File: src/hw/rtl/mft_pkg.sv
// ----------------------------------------------------------------------------
// mft_pkg: shared types and constants of the motor feedback tracker
// Status codes, item kinds, register indexes and the structs that carry
// configuration, one input item and the tracked motor state.
// ----------------------------------------------------------------------------
package mft_pkg;

  // Motor status codes
  typedef enum logic [1:0] {
    ST_OFFLINE = 2'd0,
    ST_STOP    = 2'd1,
    ST_RUN     = 2'd2,
    ST_STALL   = 2'd3
  } status_e;

  // Item kinds
  typedef enum logic {
    ACT_FRAME = 1'b0,
    ACT_TICK  = 1'b1
  } action_e;

  // Configuration register indexes
  typedef enum logic [2:0] {
    CFG_ENC_RES     = 3'd0,
    CFG_USE_POS     = 3'd1,
    CFG_USE_STALL   = 3'd2,
    CFG_STALL_SRC   = 3'd3,
    CFG_STALL_THR   = 3'd4,
    CFG_STALL_TIME  = 3'd5
  } cfg_idx_e;

  // Stall monitor sources
  typedef enum logic [2:0] {
    SRC_TEMP     = 3'd0,
    SRC_ANGLE    = 3'd1,
    SRC_SPEED    = 3'd2,
    SRC_CURRENT  = 3'd3,
    SRC_POSITION = 3'd4
  } src_e;

  localparam int unsigned CfgIdxW  = 3;
  localparam int unsigned CfgDataW = 32;
  localparam int unsigned LimitW   = 13;   // 65535 / 10 fits in 13 bits

  localparam logic [31:0] OFFLINE_MS  = 32'd50;
  localparam logic [16:0] SPEED_STOP  = 17'd100;
  localparam logic [16:0] ENC_RES_RST = 17'h10000;
  localparam logic [2:0]  SRC_RST     = SRC_CURRENT;

  // x / 10 == (x * 52429) >> 19 for every 16-bit x
  localparam logic [15:0] TICK_DIV_RECIP = 16'd52429;
  localparam int unsigned TickDivShift   = 19;

  typedef struct packed {
    logic [16:0]       enc_res;
    logic              use_pos;
    logic              use_stall;
    logic [2:0]        stall_src;
    logic [30:0]       stall_thr;
    logic [LimitW-1:0] stall_limit;   // stall_time / 10
  } cfg_t;

  typedef struct packed {
    action_e            action;
    logic [31:0]        time_ms;
    logic signed [7:0]  temperature;
    logic signed [15:0] current;
    logic signed [15:0] speed;
    logic signed [15:0] angle;
  } item_t;

  typedef struct packed {
    status_e            status;
    logic [31:0]        last_time;
    logic signed [15:0] prev_angle;
    logic signed [31:0] position;
    logic signed [7:0]  temperature;
    logic signed [15:0] angle;
    logic signed [15:0] speed;
    logic signed [15:0] current;
    logic [15:0]        stall_ticks;
  } state_t;

endpackage

File: src/hw/rtl/mft_next.sv
// ----------------------------------------------------------------------------
// mft_next: next-state logic of the motor feedback tracker
// Applies one frame or tick to the tracked state: frame storage with angle
// unwrap, offline timeout, stop/run classification and stall counting.
// ----------------------------------------------------------------------------
module mft_next (
  input  mft_pkg::cfg_t   cfg_i,
  input  mft_pkg::item_t  item_i,
  input  mft_pkg::state_t state_i,
  output mft_pkg::state_t state_o
);

  logic        frame_ok;
  logic        capture;
  logic [17:0] delta;
  logic [17:0] delta_mag;
  logic [18:0] delta_ext;
  logic [18:0] res_ext;
  logic [18:0] delta_adj;
  logic [31:0] pos_next;
  logic [31:0] elapsed;
  logic        offline;
  logic [16:0] speed_ext;
  logic [16:0] speed_mag;
  logic [31:0] watched;
  logic [31:0] watched_mag;
  logic [15:0] ticks_inc;
  logic        over_thr;
  mft_pkg::status_e run_state;

  // Frame acceptance and angle unwrap
  assign frame_ok  = (item_i.time_ms >= state_i.last_time);
  assign capture   = (state_i.position == '0) && (state_i.prev_angle == '0);
  assign delta     = {{2{item_i.angle[15]}}, item_i.angle}
                   - {{2{state_i.prev_angle[15]}}, state_i.prev_angle};
  assign delta_mag = delta[17] ? (18'd0 - delta) : delta;
  assign delta_ext = {delta[17], delta};
  assign res_ext   = {2'b00, cfg_i.enc_res};

  always_comb begin
    delta_adj = delta_ext;
    if (delta_mag > {2'b00, cfg_i.enc_res[16:1]}) begin
      delta_adj = delta[17] ? (delta_ext + res_ext) : (delta_ext - res_ext);
    end
  end

  assign pos_next = state_i.position + {{13{delta_adj[18]}}, delta_adj};

  // Heartbeat timing and speed class
  assign elapsed   = item_i.time_ms - state_i.last_time;
  assign offline   = (elapsed > mft_pkg::OFFLINE_MS);
  assign speed_ext = {state_i.speed[15], state_i.speed};
  assign speed_mag = state_i.speed[15] ? (17'd0 - speed_ext) : speed_ext;
  assign run_state = (speed_mag < mft_pkg::SPEED_STOP) ? mft_pkg::ST_STOP
                                                       : mft_pkg::ST_RUN;

  // Watched quantity for the stall monitor
  always_comb begin
    case (mft_pkg::src_e'(cfg_i.stall_src))
      mft_pkg::SRC_TEMP:     watched = {{24{state_i.temperature[7]}}, state_i.temperature};
      mft_pkg::SRC_ANGLE:    watched = {{16{state_i.angle[15]}}, state_i.angle};
      mft_pkg::SRC_SPEED:    watched = {{16{state_i.speed[15]}}, state_i.speed};
      mft_pkg::SRC_CURRENT:  watched = {{16{state_i.current[15]}}, state_i.current};
      mft_pkg::SRC_POSITION: watched = state_i.position;
      default:               watched = '0;
    endcase
  end

  // Unsigned magnitude: the most negative position reads as 2^31
  assign watched_mag = watched[31] ? (32'd0 - watched) : watched;
  assign over_thr    = (watched_mag > {1'b0, cfg_i.stall_thr});
  assign ticks_inc   = (state_i.stall_ticks == 16'hFFFF) ? state_i.stall_ticks
                                                         : (state_i.stall_ticks + 16'd1);

  // State update
  always_comb begin
    state_o = state_i;
    if (item_i.action == mft_pkg::ACT_FRAME) begin
      if (frame_ok) begin
        state_o.temperature = item_i.temperature;
        state_o.current     = item_i.current;
        state_o.speed       = item_i.speed;
        state_o.angle       = item_i.angle;
        state_o.last_time   = item_i.time_ms;
        if (cfg_i.use_pos) begin
          state_o.prev_angle = item_i.angle;
          state_o.position   = capture ? '0 : pos_next;
        end else begin
          state_o.position = '0;
        end
      end
    end else if (offline) begin
      state_o.status = mft_pkg::ST_OFFLINE;
    end else begin
      state_o.status = run_state;
      if (cfg_i.use_stall) begin
        if (over_thr && (run_state == mft_pkg::ST_STOP)) begin
          state_o.stall_ticks = ticks_inc;
          if (ticks_inc > {3'b000, cfg_i.stall_limit}) begin
            state_o.status = mft_pkg::ST_STALL;
          end
        end else begin
          state_o.stall_ticks = '0;
          state_o.status      = mft_pkg::ST_RUN;
        end
      end
    end
  end

endmodule

File: src/hw/rtl/motor_feedback_tracker.sv
// ----------------------------------------------------------------------------
// motor_feedback_tracker: motor feedback frame and heartbeat tracker
// Stores feedback frames, unwraps the encoder angle into a multi-turn
// position and derives offline / stopped / running / stalled status.
// ----------------------------------------------------------------------------
//
//  Channel | Handshake             | Payload
//  --------+-----------------------+-------------------------------------------
//  in      | in_valid_i/in_stall_o | action, time_ms, temperature/current/
//          |                       | speed/angle_in
//  out     | out_valid_o/out_stall_i | status, position, temperature, speed,
//          |                       | current, angle
//  cfg     | cfg_valid_i/cfg_ready_o | cfg_index_i, cfg_data_i
//
// One request per cycle sustained while out_stall_i is low. Each request
// passes through the input register, which captures it, and then the state
// register that drives the result ports, which loads the update. The update
// in mft_next between the two registers is combinational.
// Reset puts status offline and clears all tracked values.
// A stalled result holds the state; the input register then holds its
// request and in_stall_o rises while both registers are full.
// The config port is always ready; stall_time is stored as stall_time / 10.
module motor_feedback_tracker (
  input  logic                                clk_i,
  input  logic                                rst_ni,
  // input requests
  input  logic                                in_valid_i,
  output logic                                in_stall_o,
  input  logic                                action_i,
  input  logic [31:0]                         time_ms_i,
  input  logic signed [7:0]                   temperature_in_i,
  input  logic signed [15:0]                  current_in_i,
  input  logic signed [15:0]                  speed_in_i,
  input  logic signed [15:0]                  angle_in_i,
  // results
  output logic                                out_valid_o,
  input  logic                                out_stall_i,
  output logic [1:0]                          status_o,
  output logic signed [31:0]                  position_o,
  output logic signed [7:0]                   temperature_o,
  output logic signed [15:0]                  speed_o,
  output logic signed [15:0]                  current_o,
  output logic signed [15:0]                  angle_o,
  // configuration writes
  input  logic                                cfg_valid_i,
  output logic                                cfg_ready_o,
  input  logic [mft_pkg::CfgIdxW-1:0]         cfg_index_i,
  input  logic [mft_pkg::CfgDataW-1:0]        cfg_data_i
);

  logic             in_valid_q;
  logic             in_take;
  logic             advance;
  logic             out_valid_q;
  mft_pkg::item_t   item_q;
  mft_pkg::state_t  state_q;
  mft_pkg::state_t  state_d;
  mft_pkg::cfg_t    cfg_q;
  logic [31:0]      limit_prod;

  // Flow control
  assign advance    = in_valid_q && (!out_valid_q || !out_stall_i);
  assign in_stall_o = in_valid_q && !advance;
  assign in_take    = in_valid_i && !in_stall_o;
  assign cfg_ready_o = 1'b1;

  always_ff @(posedge clk_i or negedge rst_ni) begin
    if (!rst_ni) begin
      in_valid_q  <= 1'b0;
      out_valid_q <= 1'b0;
    end else begin
      in_valid_q  <= in_take || (in_valid_q && !advance);
      out_valid_q <= advance || (out_valid_q && out_stall_i);
    end
  end

  // Input register
  always_ff @(posedge clk_i) begin
    if (in_take) begin
      item_q.action      <= mft_pkg::action_e'(action_i);
      item_q.time_ms     <= time_ms_i;
      item_q.temperature <= temperature_in_i;
      item_q.current     <= current_in_i;
      item_q.speed       <= speed_in_i;
      item_q.angle       <= angle_in_i;
    end
  end

  // Configuration registers; stall_time divided by ten via reciprocal
  assign limit_prod = cfg_data_i[15:0] * mft_pkg::TICK_DIV_RECIP;

  always_ff @(posedge clk_i or negedge rst_ni) begin
    if (!rst_ni) begin
      cfg_q.enc_res     <= mft_pkg::ENC_RES_RST;
      cfg_q.use_pos     <= 1'b0;
      cfg_q.use_stall   <= 1'b0;
      cfg_q.stall_src   <= mft_pkg::SRC_RST;
      cfg_q.stall_thr   <= '0;
      cfg_q.stall_limit <= '0;
    end else if (cfg_valid_i && cfg_ready_o) begin
      case (mft_pkg::cfg_idx_e'(cfg_index_i))
        mft_pkg::CFG_ENC_RES:    cfg_q.enc_res   <= cfg_data_i[16:0];
        mft_pkg::CFG_USE_POS:    cfg_q.use_pos   <= cfg_data_i[0];
        mft_pkg::CFG_USE_STALL:  cfg_q.use_stall <= cfg_data_i[0];
        mft_pkg::CFG_STALL_SRC:  cfg_q.stall_src <= cfg_data_i[2:0];
        mft_pkg::CFG_STALL_THR:  cfg_q.stall_thr <= cfg_data_i[30:0];
        mft_pkg::CFG_STALL_TIME: begin
          cfg_q.stall_limit <=
            limit_prod[mft_pkg::TickDivShift +: mft_pkg::LimitW];
        end
        default: ;
      endcase
    end
  end

  // Next-state logic
  mft_next u_next (
    .cfg_i   (cfg_q),
    .item_i  (item_q),
    .state_i (state_q),
    .state_o (state_d)
  );

  // Tracked state doubles as the result register
  always_ff @(posedge clk_i or negedge rst_ni) begin
    if (!rst_ni) begin
      state_q <= '0;   // all-zero state: status offline, values cleared
    end else if (advance) begin
      state_q <= state_d;
    end
  end

  assign out_valid_o   = out_valid_q;
  assign status_o      = state_q.status;
  assign position_o    = state_q.position;
  assign temperature_o = state_q.temperature;
  assign speed_o       = state_q.speed;
  assign current_o     = state_q.current;
  assign angle_o       = state_q.angle;

  // A frame never changes the status
  a_frame_keeps_status: assert property (@(posedge clk_i) disable iff (!rst_ni)
    (advance && item_q.action == mft_pkg::ACT_FRAME)
      |=> (state_q.status == $past(state_q.status)))
    else $error("frame changed motor status");

  // Accepted frame with position off clears the position
  a_pos_off_clears: assert property (@(posedge clk_i) disable iff (!rst_ni)
    (advance && item_q.action == mft_pkg::ACT_FRAME && !cfg_q.use_pos
     && item_q.time_ms >= state_q.last_time)
      |=> (state_q.position == '0))
    else $error("position not cleared with accumulation off");

  // Stall counter saturates instead of wrapping
  a_ticks_saturate: assert property (@(posedge clk_i) disable iff (!rst_ni)
    (advance && item_q.action == mft_pkg::ACT_TICK && state_q.stall_ticks == 16'hFFFF)
      |=> (state_q.stall_ticks == 16'hFFFF || state_q.stall_ticks == '0))
    else $error("stall counter wrapped");

  // A taken result with nothing behind it empties the output
  a_out_drains: assert property (@(posedge clk_i) disable iff (!rst_ni)
    (out_valid_q && !out_stall_i && !advance) |=> !out_valid_q)
    else $error("result delivered twice");

endmodule
File: config.mk
export PLATFORM = sky130hd
export DESIGN_NAME = motor_feedback_tracker
export DESIGN_NICKNAME = d
export VERILOG_FILES = /design/src/hw/rtl/mft_pkg.sv /design/src/hw/rtl/mft_next.sv /design/src/hw/rtl/motor_feedback_tracker.sv
export SDC_FILE = /design/constraint.sdc
export NUM_CORES = 1
export LEC_CHECK = 0
export BUFFER_PORTS_ARGS = -buffer_cell sky130_fd_sc_hd__buf_2
export CORE_ASPECT_RATIO = 0.9
export CORE_MARGIN = 5
export CORE_UTILIZATION = 60
export DETAILED_ROUTE_END_ITERATION = 7
export GPL_ROUTABILITY_DRIVEN = 0
export PLACE_DENSITY = 0.78
export SETUP_SLACK_MARGIN = 0.05
export SYNTH_ARGS = -nofsm -noshare
export SYNTH_HDL_FRONTEND = slang
export SYNTH_SLANG_ARGS = --single-unit
File: constraint.sdc
create_clock -name clk_i -period 10.3 [get_ports clk_i]
set_input_delay 1.545 -clock clk_i [delete_from_list [all_inputs] [get_ports clk_i]]
set_output_delay 1.545 -clock clk_i [all_outputs]
set_load 0.1 [all_outputs]
## Yosys cells after proc, flatten, opt, wreduce, memory -nomap -nowiden

Index checks and enable logic that the tools add are counted.

| operators by class | value |
|---|---|
| add/subtract/negate cells | 9 |
| multipliers | 1 |
| order comparisons | 6 |
| equal/unequal tests | 11 |
| multiplexer cells | 15 |
| bitwise operators | 2 |
| reduce and logical (&&, ||, !) cells | 27 |

Operators by type and width:

| cell | count |
|---|---|
| $pmux 32 s5 | 1 |
| $mux 32 | 3 |
| $mux 19 | 2 |
| $add 32x32->32 | 1 |
| $ge 32x32->1 | 1 |
| $gt 32x31->1 | 1 |
| $gt 32x6->1 const B | 1 |
| $logic_not 32->1 | 1 |
| $mul 16x16->32 const B | 1 |
| $mux 16 | 2 |
| $sub 1x32->32 const A | 1 |
| $sub 32x32->32 | 1 |
| $add 17x18->19 | 1 |
| $sub 17x18->19 | 1 |
| $gt 18x16->1 | 1 |
| $mux 18 | 1 |
| $sub 1x18->18 const A | 1 |
| $lt 17x7->1 const B | 1 |
| $mux 17 | 1 |
| $sub 1x16->17 const A | 1 |
| $sub 16x16->17 | 1 |
| $add 16x1->16 const B | 1 |
| $eq 16x16->1 const B | 1 |
| $gt 16x13->1 | 1 |
| other kinds (14) | 43 |

| storage, ports and cells | value |
|---|---|
| flip-flop bits (word level) | 311 |
| word-level logic and storage cells | 94 |

## Longest topological paths before layout

Gate-level depths: netlist (run 1).

| depth | value |
|---|---|
| depth in word-level cells | 9 |
| gate-level depth with buffers | 40 |
| gate-level depth less buffers | 38 |

## Modules after synthesis

From an unflattened synthesis (run 1), not the netlist that was laid out.

| second synthesis, totals | value |
|---|---|
| cells, all modules | 2977 |
| area, all modules | 27696.6 um^2 |

Modules (own cells, without submodules):

| module | instances | cells each | area each (um^2) | sequential area each (um^2) |
|---|---|---|---|---|
| motor_feedback_tracker | 1 | 1175 | 16210.5 | 8231.6 |
| mft_next | 1 | 1802 | 11486.0 | 0.0 |

## Worst setup path before layout (run 1)

No wires, ideal clock.

| path | value |
|---|---|
| path kind | flip-flop to flip-flop |
| start | register state_q[104] (netlist name) |
| end | register state_q (netlist bit position_o[30]) |
| setup time | 121 ps |
| arrival | 7543 ps |
| setup slack | 2636 ps |
| stages on the path, launching flop included | 34 |
| buffers on the path | 2 |
| clock period less this slack | 7664 ps |
| path through | dfrtp_1 ha_1 fa_1 nand2b_1 a211oi_1 o211ai_1 a21oi_1 or2_2 clkbuf_1 buf_1 o21ai_0 fa_1 a21o_1 a211oi_1 nor2_1 o41ai_1 o211ai_1 o41ai_1 maj3_2 o21a_1 a211o_1 a41o_1 ha_1 a21o_1 a21o_1 a21o_1 nor3_1 a211oi_1 o21ai_0 a21oi_1 a21o_1 a21oi_1 xnor2_1 a22o_1 |

| between the ends | value |
|---|---|
| longest elaborated chain between the ends | 8 |
| elaborated cells on any way between the ends | 13 |
| classes of those cells | 5 x add/sub; 1 x order compare; 5 x mux; 2 x reduce/logical |

Ends and longest elaborated chain:

| item | RTL line | text |
|---|---|---|
| start, declared | motor_feedback_tracker.sv:56 | `mft_pkg::state_t state_q;` |
| start signal, assigned | motor_feedback_tracker.sv:129 | `state_q <= state_d;` |
| $sub 16x16->17 | mft_next.sv:35 | `- {{2{state_i.prev_angle[15]}}, state_i.prev_angle};` |
| $sub 1x18->18 | mft_next.sv:36 | `assign delta_mag = delta[17] ? (18'd0 - delta) : delta;` |
| $mux 18 | mft_next.sv:36 |  |
| $gt 18x16->1 | mft_next.sv:42 | `if (delta_mag > {2'b00, cfg_i.enc_res[16:1]}) begin` |
| $mux 19 | mft_next.sv:42 |  |
| $add 32x32->32 | mft_next.sv:47 | `assign pos_next = state_i.position + {{13{delta_adj[18]}}, delta_adj};` |
| $mux 32 * | mft_next.sv:87 | `state_o.position = capture ? '0 : pos_next;` |
| $mux 32 * | mft_next.sv:85 | `if (cfg_i.use_pos) begin` |

Every way passes the cells marked *; elsewhere a longest branch is shown, timed or not.
A chain may end at the register's enable or synchronous reset.

## Final worst setup path (run 1)

| path | value |
|---|---|
| start | register item_q[0] (netlist name) |
| end | register state_q (netlist bit position_o[30]) |

| between the ends | value |
|---|---|
| longest elaborated chain between the ends | 8 |
| elaborated cells on any way between the ends | 11 |
| classes of those cells | 5 x add/sub; 1 x order compare; 5 x mux |

Ends and longest elaborated chain:

| item | RTL line | text |
|---|---|---|
| start, declared | motor_feedback_tracker.sv:55 | `mft_pkg::item_t item_q;` |
| $sub 16x16->17 * | mft_next.sv:35 |  |
| $sub 1x18->18 | mft_next.sv:36 |  |
| $mux 18 | mft_next.sv:36 |  |
| $gt 18x16->1 | mft_next.sv:42 |  |
| $mux 19 * | mft_next.sv:42 |  |
| $add 32x32->32 * | mft_next.sv:47 |  |
| $mux 32 * | mft_next.sv:87 |  |
| $mux 32 * | mft_next.sv:85 |  |

Marked as above.

==> metrics, run 1 <==
overall die height roughly 210 um; clock slew seen by the registers of the worst setup and hold paths 60 ps; count of buffers from port buffering 219; total length of routed wires 65100 um; effective utilization at floorplan 0.607; Die X approximately 230 um; number of buffer and inverter stages on the critical path 1; final setup violation count 0; Levels on crit path 32; area of the core roughly 42000 sq um; number of instances in the synthesized netlist 2605; type of the worst setup path flop to flop; launching element of the worst setup path item_q[0]; post-synthesis sequential element count 311; post_cts resized 0; number of placement rows a little over 70; area of combinational cells with multiple inputs 15100 sq um; top fanout value on the critical path 31; number of buffers added by the clock tree synthesis step 34; overall fraction of global-route tracks in use 0.281; max-slew violations 0; number of search-and-repair iterations in the first detailed-routing pass 6; maximum clock rate 0.112 GHz; sequential area share after synthesis 0.325; count of distinct cell types in the synthesized netlist 96; antenna violations before repair 1; type of origin of the critical path flop; clock skew after layout around 27 ps; register-to-register setup slack ~1400 ps; RSZ-0062 raised after global routing no; category of the worst setup path capture point flop; r2r endpoint position_o[30]; fraction of layout instances using a drive strength above 1 0.157; Max-cap violations 0; slew at the pin closest to its max-slew limit about 1100 ps; Crit path arrival time 9330 ps; Tcrit/Tclk final 0.864; number of warnings printed during yosys synthesis 0; path category of the worst min-delay check flop to flop; Slowest cell on crit path o41ai_1; dpl cells 3222; Final min period slightly below 9000 ps; clock tree from TritonCTS yes; required arrival time at the worst endpoint 10730 ps; Seq. cell area ~8200 sq um; Sink Count slightly above 300; Wirelength per Cell between 15 and 20 um; Slew headroom 0.292; number of filler cells placed in the layout around 3300; summed negative setup slack over all endpoints 0 ps; cell at the root of the clock tree clkbuf_16; number of cells on the worst reg-to-reg path 32; critical path endpoint position_o[30]; largest net degree at the start of global routing ~100; number of flops mapped to enable cells by yosys 89; hold violation total from the final report 0; full die area between 40000 and 50000 sq um; net count of the mapped netlist between 3000 and 4000; area of the mapped netlist between 20000 and 30000 sq um; H-tree levels 2; wire length of the first global-routing pass between 100000 and 150000 um; post-route non-filler standard cell count around 3300; vias in the first global route just under 20000; number of ports placed on the die boundary 222; commonest register cell after synthesis dfrtp_1; Syn-to-layout area delta 7.60%; startpoint of the worst register-to-register path item_q[0]; kind of cell with the highest combined delay on the critical path compound AO/OA/AOI/OAI gates; run status completed; largest stage delay on the critical path 600 ps; ratio of routed vias to standard cells 6.05; Overflow after GRT 0; average instance area after synthesis ~9.7 sq um; final worst hold slack around 480 ps; Vias about 20000; drt initial violations 1637; net count of the finished layout 3222; Routed Antenna Nets 0; DRC violation count after routing 0; post-cts hold buffer count 0; FFs w/ async S/R, synth 0.714; buffer levels on the longest clock path 3; placed wire-length estimate after detailed placement 51300 um; Top cell by count, worst path a21o_1; Clk Latency, worst-skew pair 560 ps; post-CTS setup buffers 0
[area by class of cell]
cell class / instances / share of cell area
sequential: 311 / 0.302
multi-input combinational: 1861 / 0.554
clock buffer: 48 / 0.0342
timing repair buffer: 230 / 0.0436
inverter: 273 / 0.0376
antenna: 1 / 0.0000917
clock inverter: 12 / 0.00417
tap: 547 / 0.0251
[cell families after synthesis]
| kind of cell | Yosys count | share of synthesized area |
|---|---|---|
| AND/OR/NAND/NOR | 604 | 0.119 |
| AO/OA/AOI/OAI | 591 | 0.152 |
| buffers and inverters | 433 | 0.0803 |
| adder cells (fa/ha/maj) | 384 | 0.214 |
| flip-flops | 311 | 0.325 |
| XOR/XNOR | 148 | 0.0511 |
| multiplexers | 133 | 0.0584 |
| other | 1 | 0.000148 |
[worst min-delay path by stage]
stage,start,to,slack (ps),cells after the start
final,item_q[17],speed_o[1],480,1
after global routing,item_q[17],speed_o[1],490,1
after CTS,item_q[17],speed_o[1],480,1
after detailed placement,item_q[48],temperature_o[0],460,1
after global placement,item_q[50],temperature_o[2],460,1
after floorplan,cfg_q[2],cfg_q[2],450,2
[registers in the layout, indices dropped and copies added, names as in the netlist]
name           flops
item_q            89
cfg_q             66
state_q           64
position_o        32
angle_o           16
current_o         16
speed_o           16
temperature_o      8
status_o           2
in_valid_q         1
out_valid_o        1
[Yosys cell counts (6+ instances only)]
| master | instances | share of area |
|---|---|---|
| ha_1 | 297 | 0.15 |
| inv_1 | 272 | 0.040 |
| dfrtp_1 | 219 | 0.22 |
| nand2_1 | 185 | 0.027 |
| o21ai_0 | 155 | 0.031 |
| a21oi_1 | 135 | 0.027 |
| nor2_1 | 123 | 0.018 |
| mux2_2 | 110 | 0.049 |
| buf_4 | 93 | 0.028 |
| xnor2_1 | 93 | 0.032 |
| edfxtp_1 | 89 | 0.11 |
| fa_1 | 85 | 0.067 |
| xor2_1 | 55 | 0.019 |
| a21o_1 | 52 | 0.015 |
| nor3_1 | 47 | 0.0093 |
| nand3_1 | 43 | 0.0085 |
| clkbuf_1 | 38 | 0.0056 |
| nand2b_1 | 38 | 0.0094 |
| a22o_1 | 31 | 0.011 |
| o21a_1 | 30 | 0.0089 |
| nor2b_1 | 26 | 0.0064 |
| nand4_1 | 25 | 0.0062 |
| nor4_1 | 21 | 0.0052 |
| buf_2 | 20 | 0.0039 |
| o21ai_1 | 20 | 0.0039 |
| mux2i_1 | 19 | 0.0075 |
| a31oi_1 | 17 | 0.0042 |
| a211oi_1 | 16 | 0.0047 |
| or3_1 | 15 | 0.0037 |
| a22oi_1 | 13 | 0.0038 |
| and3_1 | 13 | 0.0032 |
| or2_2 | 12 | 0.0030 |
| o21bai_1 | 11 | 0.0033 |
| o31ai_1 | 11 | 0.0033 |
| o211ai_1 | 10 | 0.0030 |
| o41ai_1 | 10 | 0.0035 |
| o22ai_1 | 9 | 0.0022 |
| or4_1 | 8 | 0.0024 |
| a2111oi_0 | 7 | 0.0024 |
| and2_1 | 7 | 0.0017 |
| and4_1 | 7 | 0.0024 |
| o22a_1 | 6 | 0.0021 |
[per-stage QoR]
step,setup slack (ps),util,instance area (sq um)
final,1410,0.654,27300
after global placement,1840,0.628,26200
after floorplan,2640,-,25400
after detailed placement,1530,0.628,26200
after global routing,794,0.654,27300
after CTS,1490,0.654,27300
[routing by layer]
layer	routed length, um	share of wire	vias to the layer above	track usage
met3	5670	0.087	150	0.0555
met2	29200	0.45	806	0.441
met4	2210	0.034	2	0.0913
met1	28000	0.43	9573	0.395
li1	-	-	9341	-
met5	15	0.00023	-	0
[placed cells by master (no fill, tap or decap), drive strengths merged, types with 26 or more instances in the layout]
master  synthesis  routed
ha            297     297
inv           273     274
buf           122     230
dfrtp         219     219
nand2         185     185
o21ai         176     176
a21oi         137     137
nor2          123     123
mux2          114     114
xnor2          93      93
edfxtp         89      89
fa             85      85
xor2           55      55
a21o           52      52
nor3           48      48
clkbuf         38      48
nand3          44      44
nand2b         38      38
a22o           31      31
o21a           30      30
nor2b          26      26
Power of run 1 is left out: the tool's default activity adds up to more than one toggle a clock period on the data nets, which glitch-free logic cannot reach.
==> inputs of run 2 (changes only) <==
CELL_PAD_IN_SITES_DETAIL_PLACEMENT = 0   (was unset)
CELL_PAD_IN_SITES_GLOBAL_PLACEMENT = 1   (was unset)
CORE_UTILIZATION = 48   (was 60)
PLACE_DENSITY = 0.8   (was 0.78)
RECOVER_POWER = 50   (was unset)
==> metrics, run 2 (synthesis results as in run 1) <==
post-layout worst setup margin 1410 ps (+4.72 ps); number of buffers added by the clock tree synthesis step 38 (+12%); Max-cap violations 4 (+4); commonest non-fill, non-tap cell in the layout ha_1; fraction of layout instances using a drive strength above 1 0.154 (-0.00287); flip-flop count of the largest register after layout 89 (unchanged); antenna violations before repair 0 (-1); Vias 19500 (-1.9%); net count of the finished layout 3228 (+0.19%); met3 routing resource usage after global routing 0.0372 (-0.0182); registers with the most flip-flops item_q (89), cfg_q (66), state_q (64); number of placement rows 80 (+13%); number of buffer and inverter stages on the critical path 0 (-1); Crit path arrival time 9320 ps (about the same); cell at the root of the clock tree clkbuf_16; hold path startpoint item_q[48]; largest net degree at the start of global routing 116 (+18%); wire length of the first global-routing pass 106000 um (+1.7%); ratio of routed vias to standard cells 5.66 (-6.5%); largest stage delay on the critical path 620 ps (+20 ps); maximum clock rate 0.112 GHz (about the same); dpl cells 3374 (+4.7%); Tcrit/Tclk final 0.863 (about the same); Slowest cell on crit path o41ai_1; overall fraction of global-route tracks in use 0.227 (-0.0542); Clk Latency, worst-skew pair 570 ps (about the same); area of the core 52700 sq um (+26%); final setup violation count 0 (unchanged); Routed Antenna Nets 0 (unchanged); drt initial violations 1263 (-23%); Syn-to-layout area delta 8.94%; diode count 0 (-1); kind of cell with the highest combined delay on the critical path compound AO/OA/AOI/OAI gates; total length of routed wires 66400 um (+1.9%); Overflow after GRT 0 (unchanged); effective utilization at floorplan 0.482 (-0.126); Biggest register item_q; number of search-and-repair iterations in the first detailed-routing pass 5 (-1); Top cell by count, worst path a21o_1; violated checks capacitance limit, slew limit; required arrival time at the worst endpoint 10730 ps (about the same); global route hottest layer met2; startpoint of the worst register-to-register path state_q[104]; register-to-register setup slack 1410 ps (about the same); placed wire-length estimate after detailed placement 53000 um (+3.4%); clock skew after layout 35.2 ps (+8.54 ps); top fanout value on the critical path 31 (unchanged); category of the worst setup path capture point flop; number of ports placed on the die boundary 222 (unchanged); buffer levels on the longest clock path 3 (unchanged); hold violation total from the final report 0 (unchanged); DRC violation count after routing 0 (unchanged); max-slew violations 280 (+280); number of cells on the worst reg-to-reg path 31 (-3.1%); Sink Count 311 (unchanged); most frequent cells in the layout 297 x ha_1, 272 x inv_1, 219 x dfrtp_1; Wirelength per Cell 19.3 um (-2.9%); H-tree levels 2 (unchanged); Hold Path Sink temperature_o[0]; Placed Area 26400 sq um (+0.77%); summed negative setup slack over all endpoints 0 ps (unchanged); post-cts hold buffer count 0 (unchanged); run status finished with violations; post-CTS setup buffers 0 (unchanged); count of buffers from port buffering 219 (unchanged); path category of the worst min-delay check flop to flop; r2r endpoint position_o[30]; Slew headroom -3.46 (-3.75); Final min period 8890 ps (-4.72 ps); met2 track demand over resource 0.358 (-0.0827); slew at the pin closest to its max-slew limit 6690 ps (+5630 ps); Worst Hold Depth 1 (unchanged); Die X 252 um (+11%); overall die height 228 um (+11%); post_cts resized 0 (unchanged); full die area 57500 sq um (+24%); type of the worst setup path flop to flop; post-route cell area 27600 sq um (+1.3%); RSZ-0062 raised after global routing no; worst slack, placed 1490 ps (-37.2 ps); global-route track usage on met1 0.335 (-0.0600); vias in the first global route 19300 (-2.2%); post-route non-filler standard cell count 3444 (+4.9%); clock tree from TritonCTS yes; clock slew seen by the registers of the worst setup and hold paths 60 ps (about the same); type of origin of the critical path flop
==> run 2: cell count changes in the layout (fill, tap and decap cells not counted), sizes merged <==
cell	previous run	this run
clkbuf	48	69
buf	230	214
clkinvlp	2	7
inv	274	277
clkinv	8	6
bufinv	1	2
diode	1	0
==> run 2: final cells by class <==
class / count / area [sq um]
clock buffer: 51 / 1020
clock inverter: 19 / 221
fill: 4853 / 25000
inverter: 273 / 1020
multi-input combinational: 1861 / 15100
sequential: 311 / 8230
tap: 697 / 872
timing repair buffer: 232 / 1160
==> run 2: routing by layer <==
| layer | vias to the layer above | share of wire |
|---|---|---|
| met5 | - | 0 |
| met4 | 0 | 0.017 |
| met3 | 91 | 0.060 |
| met2 | 518 | 0.45 |
| met1 | 9536 | 0.48 |
| li1 | 9352 | - |
==> run 2: stage by stage <==
step,utilization,hold slack (ps)
2_1_floorplan,-,449
3_3_place_gp,0.502,457
3_5_place_dp,0.502,464
4_1_cts,0.526,475
5_1_grt,0.525,485
6_report,0.525,477
==> run 2: worst reg2reg max path: cells and delay by family, from the launching register on <==
kind | cells | cell delay, ps
xor gates and xnor gates | 1 | 80
adders and majority gates | 5 | 1810
AOI/OAI and AO/OA | 21 | 5420
DFF | 1 | 390
and+or+nand+nor | 4 | 1070
==> run 2: worst max path at each step <==
stage / startpoint / slack, ps / cells past startpoint / end
2_1_floorplan: state_q[104] / 2640 / 33 / position_o[30]
3_3_place_gp: state_q[104] / 1720 / 31 / position_o[30]
3_5_place_dp: state_q[104] / 1490 / 31 / position_o[30]
4_1_cts: state_q[104] / 1450 / 31 / position_o[30]
5_1_grt: state_q[104] / 650 / 31 / position_o[30]
6_report: state_q[104] / 1410 / 31 / position_o[30]
Power of run 2 is left out for the same reason.
==> inputs of run 3 (changes only) <==
SYNTH_HIERARCHICAL = 1   (was unset)
==> metrics, run 3 <==
number of ports placed on the die boundary 222 (unchanged); number of cells on the worst reg-to-reg path 34 (+9.7%); placed wire-length estimate after detailed placement 58600 um (+11%); dpl cells 3803 (+13%); cell at the root of the clock tree clkbuf_16; post_cts resized 0 (unchanged); r2r endpoint position_o[30]; worst slack, placed 1200 ps (-292 ps); Worst Hold Depth 1 (unchanged); most frequent cells after synthesis 353 x nand2_1, 296 x ha_1, 292 x inv_1; Tcrit/Tclk final 0.900 (+0.0365); portion of synthesized cell area occupied by the leading cell type 0.198 (-0.0182); Vias 22100 (+13%); type of the worst setup path flop to flop; DRC violation count after routing 0 (unchanged); overall die height 238 um (+4.3%); commonest non-fill, non-tap cell in the layout nand2_1; average instance area after synthesis 9.30 sq um (-4.4%); wire length of the first global-routing pass 119000 um (+12%); net count of the finished layout 3586 (+11%); post-route non-filler standard cell count 3874 (+12%); area of the core 57100 sq um (+8.5%); hold path startpoint cfg_q[32]; number of warnings printed during yosys synthesis 6 (+6); Sink Count 311 (unchanged); most frequent cell after synthesis nand2_1; antenna violations before repair 3 (+3); registers with the most flip-flops item_q (89), cfg_q (66), state_q (64); Slew headroom -3.02 (+0.439); count of distinct cell types in the synthesized netlist 93 (-3.1%); flip-flop count of the largest register after layout 89 (unchanged); post-layout worst setup margin 1030 ps (-376 ps); largest stage delay on the critical path 530 ps (-90 ps); count of buffers from port buffering 219 (unchanged); number of flops mapped to enable cells by yosys 89 (unchanged); fraction of the core area covered by cells at the end of the flow 0.527 (+0.00266); net count of the mapped netlist 3485 (+12%); final setup violation count 0 (unchanged); clock slew seen by the registers of the worst setup and hold paths 70 ps (about the same); required arrival time at the worst endpoint 10770 ps (+40 ps); total length of routed wires 75800 um (+14%); clock tree from TritonCTS yes; Overflow after GRT 0 (unchanged); top fanout value on the critical path 13 (-58%); drt initial violations 1963 (+55%); Clk Latency, worst-skew pair 580 ps (about the same); buffer levels on the longest clock path 3 (unchanged); startpoint of the worst register-to-register path item_q[5]; Wirelength per Cell 19.6 um (+1.6%); Biggest register item_q; RSZ-0062 raised after global routing no; violated checks capacitance limit, slew limit; clock skew after layout 25.0 ps (-10.2 ps); effective utilization at floorplan 0.485 (+0.00321); library cell with the largest summed area after synthesis dfrtp_1; Routed Antenna Nets 0 (unchanged); slew at the pin closest to its max-slew limit 6030 ps (-659 ps); full die area 62600 sq um (+8.8%); vias in the first global route 21600 (+12%); type of origin of the critical path flop; launching element of the worst setup path item_q[5]; run status finished with violations; maximum clock rate 0.108 GHz (-4.1%); Slowest cell on crit path a2111oi_0; largest net degree at the start of global routing 118 (+1.7%); number of buffers added by the clock tree synthesis step 38 (unchanged); post-synthesis sequential element count 311 (unchanged); number of search-and-repair iterations in the first detailed-routing pass 6 (+1); overall fraction of global-route tracks in use 0.235 (+0.00818); fraction of layout instances using a drive strength above 1 0.166 (+0.0121); max-slew violations 266 (-5.0%); Hold Path Sink cfg_q[32]; category of the worst setup path capture point flop; area of the mapped netlist 27700 sq um (+9.2%); register-to-register setup slack 1030 ps (-380 ps); summed negative setup slack over all endpoints 0 ps (unchanged); number of placement rows 83 (+3.8%); Synth area leaders dfrtp_1 20%, ha_1 13%, edfxtp_1 9.6%; FFs w/ async S/R, synth 0.714 (unchanged); Syn-to-layout area delta 8.77%; Final min period 9270 ps (+376 ps); hold violation total from the final report 0 (unchanged); most frequent cells in the layout 353 x nand2_1, 296 x ha_1, 292 x inv_1; post-CTS setup buffers 0 (unchanged); path category of the worst min-delay check flop to flop; number of instances in the synthesized netlist 2977 (+14%); commonest register cell after synthesis dfrtp_1; Max-cap violations 5 (+1); sequential area share after synthesis 0.297 (-0.0274); post-cts hold buffer count 0 (unchanged); H-tree levels 2 (unchanged); number of filler cells placed in the layout 5306 (+9.3%); ratio of routed vias to standard cells 5.70 (+0.76%); Crit path arrival time 9740 ps (+420 ps); Die X 263 um (+4.3%)
## run 3: worst max-delay path: cells and delay by family (launching register included)
kind                       cells  cell delay [ps]
xor gates and xnor gates       2              270
DFF                            1              490
adders and majority gates      4             1400
and+or+nand+nor                5              910
muxes                          1              250
buffers and inverters          2              310
AOI/OAI and AO/OA             20             5530
## run 3: area by class of cell
class	instances	area, sq um	area share
multi-input cells	2195	17300	0.576
clock buffers	51	1020	0.0338
well taps	765	957	0.0318
diodes	3	7.51	0.000249
flip-flops and latches	311	8230	0.273
clock inverters	17	243	0.00806
repair buffers	239	1220	0.0405
inverters	293	1100	0.0365
## run 3: per-stage QoR
step	area, sq um	hold WS, ps
6_report	30100	485
3_5_place_dp	28900	478
2_1_floorplan	27700	443
5_1_grt	30100	512
4_1_cts	30200	490
3_3_place_gp	28900	463
## run 3: kinds of logic after synthesis
group | after synthesis | share of synthesized area
mux | 248 | 0.100
fa+ha+maj | 379 | 0.194
compound gates | 611 | 0.146
simple gates | 811 | 0.139
buf+inv | 471 | 0.0774
xor+xnor | 145 | 0.0459
flops | 311 | 0.297
other cells | 1 | 0.000135
## run 3: worst max-delay path by stage
stage | depth (start not counted) | slack (ps) | endpoint
after floorplan | 36 | 2210 | position_o[30]
after global placement | 35 | 1330 | position_o[30]
after detailed placement | 35 | 1200 | position_o[30]
after CTS | 34 | 1170 | position_o[30]
after global routing | 35 | 330 | position_o[30]
final | 34 | 1030 | position_o[30]
## run 3: routing by layer
| metal | wire [um] | share of wire | track usage | vias to the layer above |
|---|---|---|---|---|
| li1 | - | - | - | 10600 |
| met1 | 34200 | 0.45 | 0.327 | 10700 |
| met2 | 33800 | 0.45 | 0.375 | 652 |
| met3 | 6160 | 0.081 | 0.0583 | 99 |
| met4 | 1600 | 0.021 | 0.0539 | 2 |
| met5 | 7 | 0.000092 | 0 | - |
Power of run 3 is left out for the same reason.
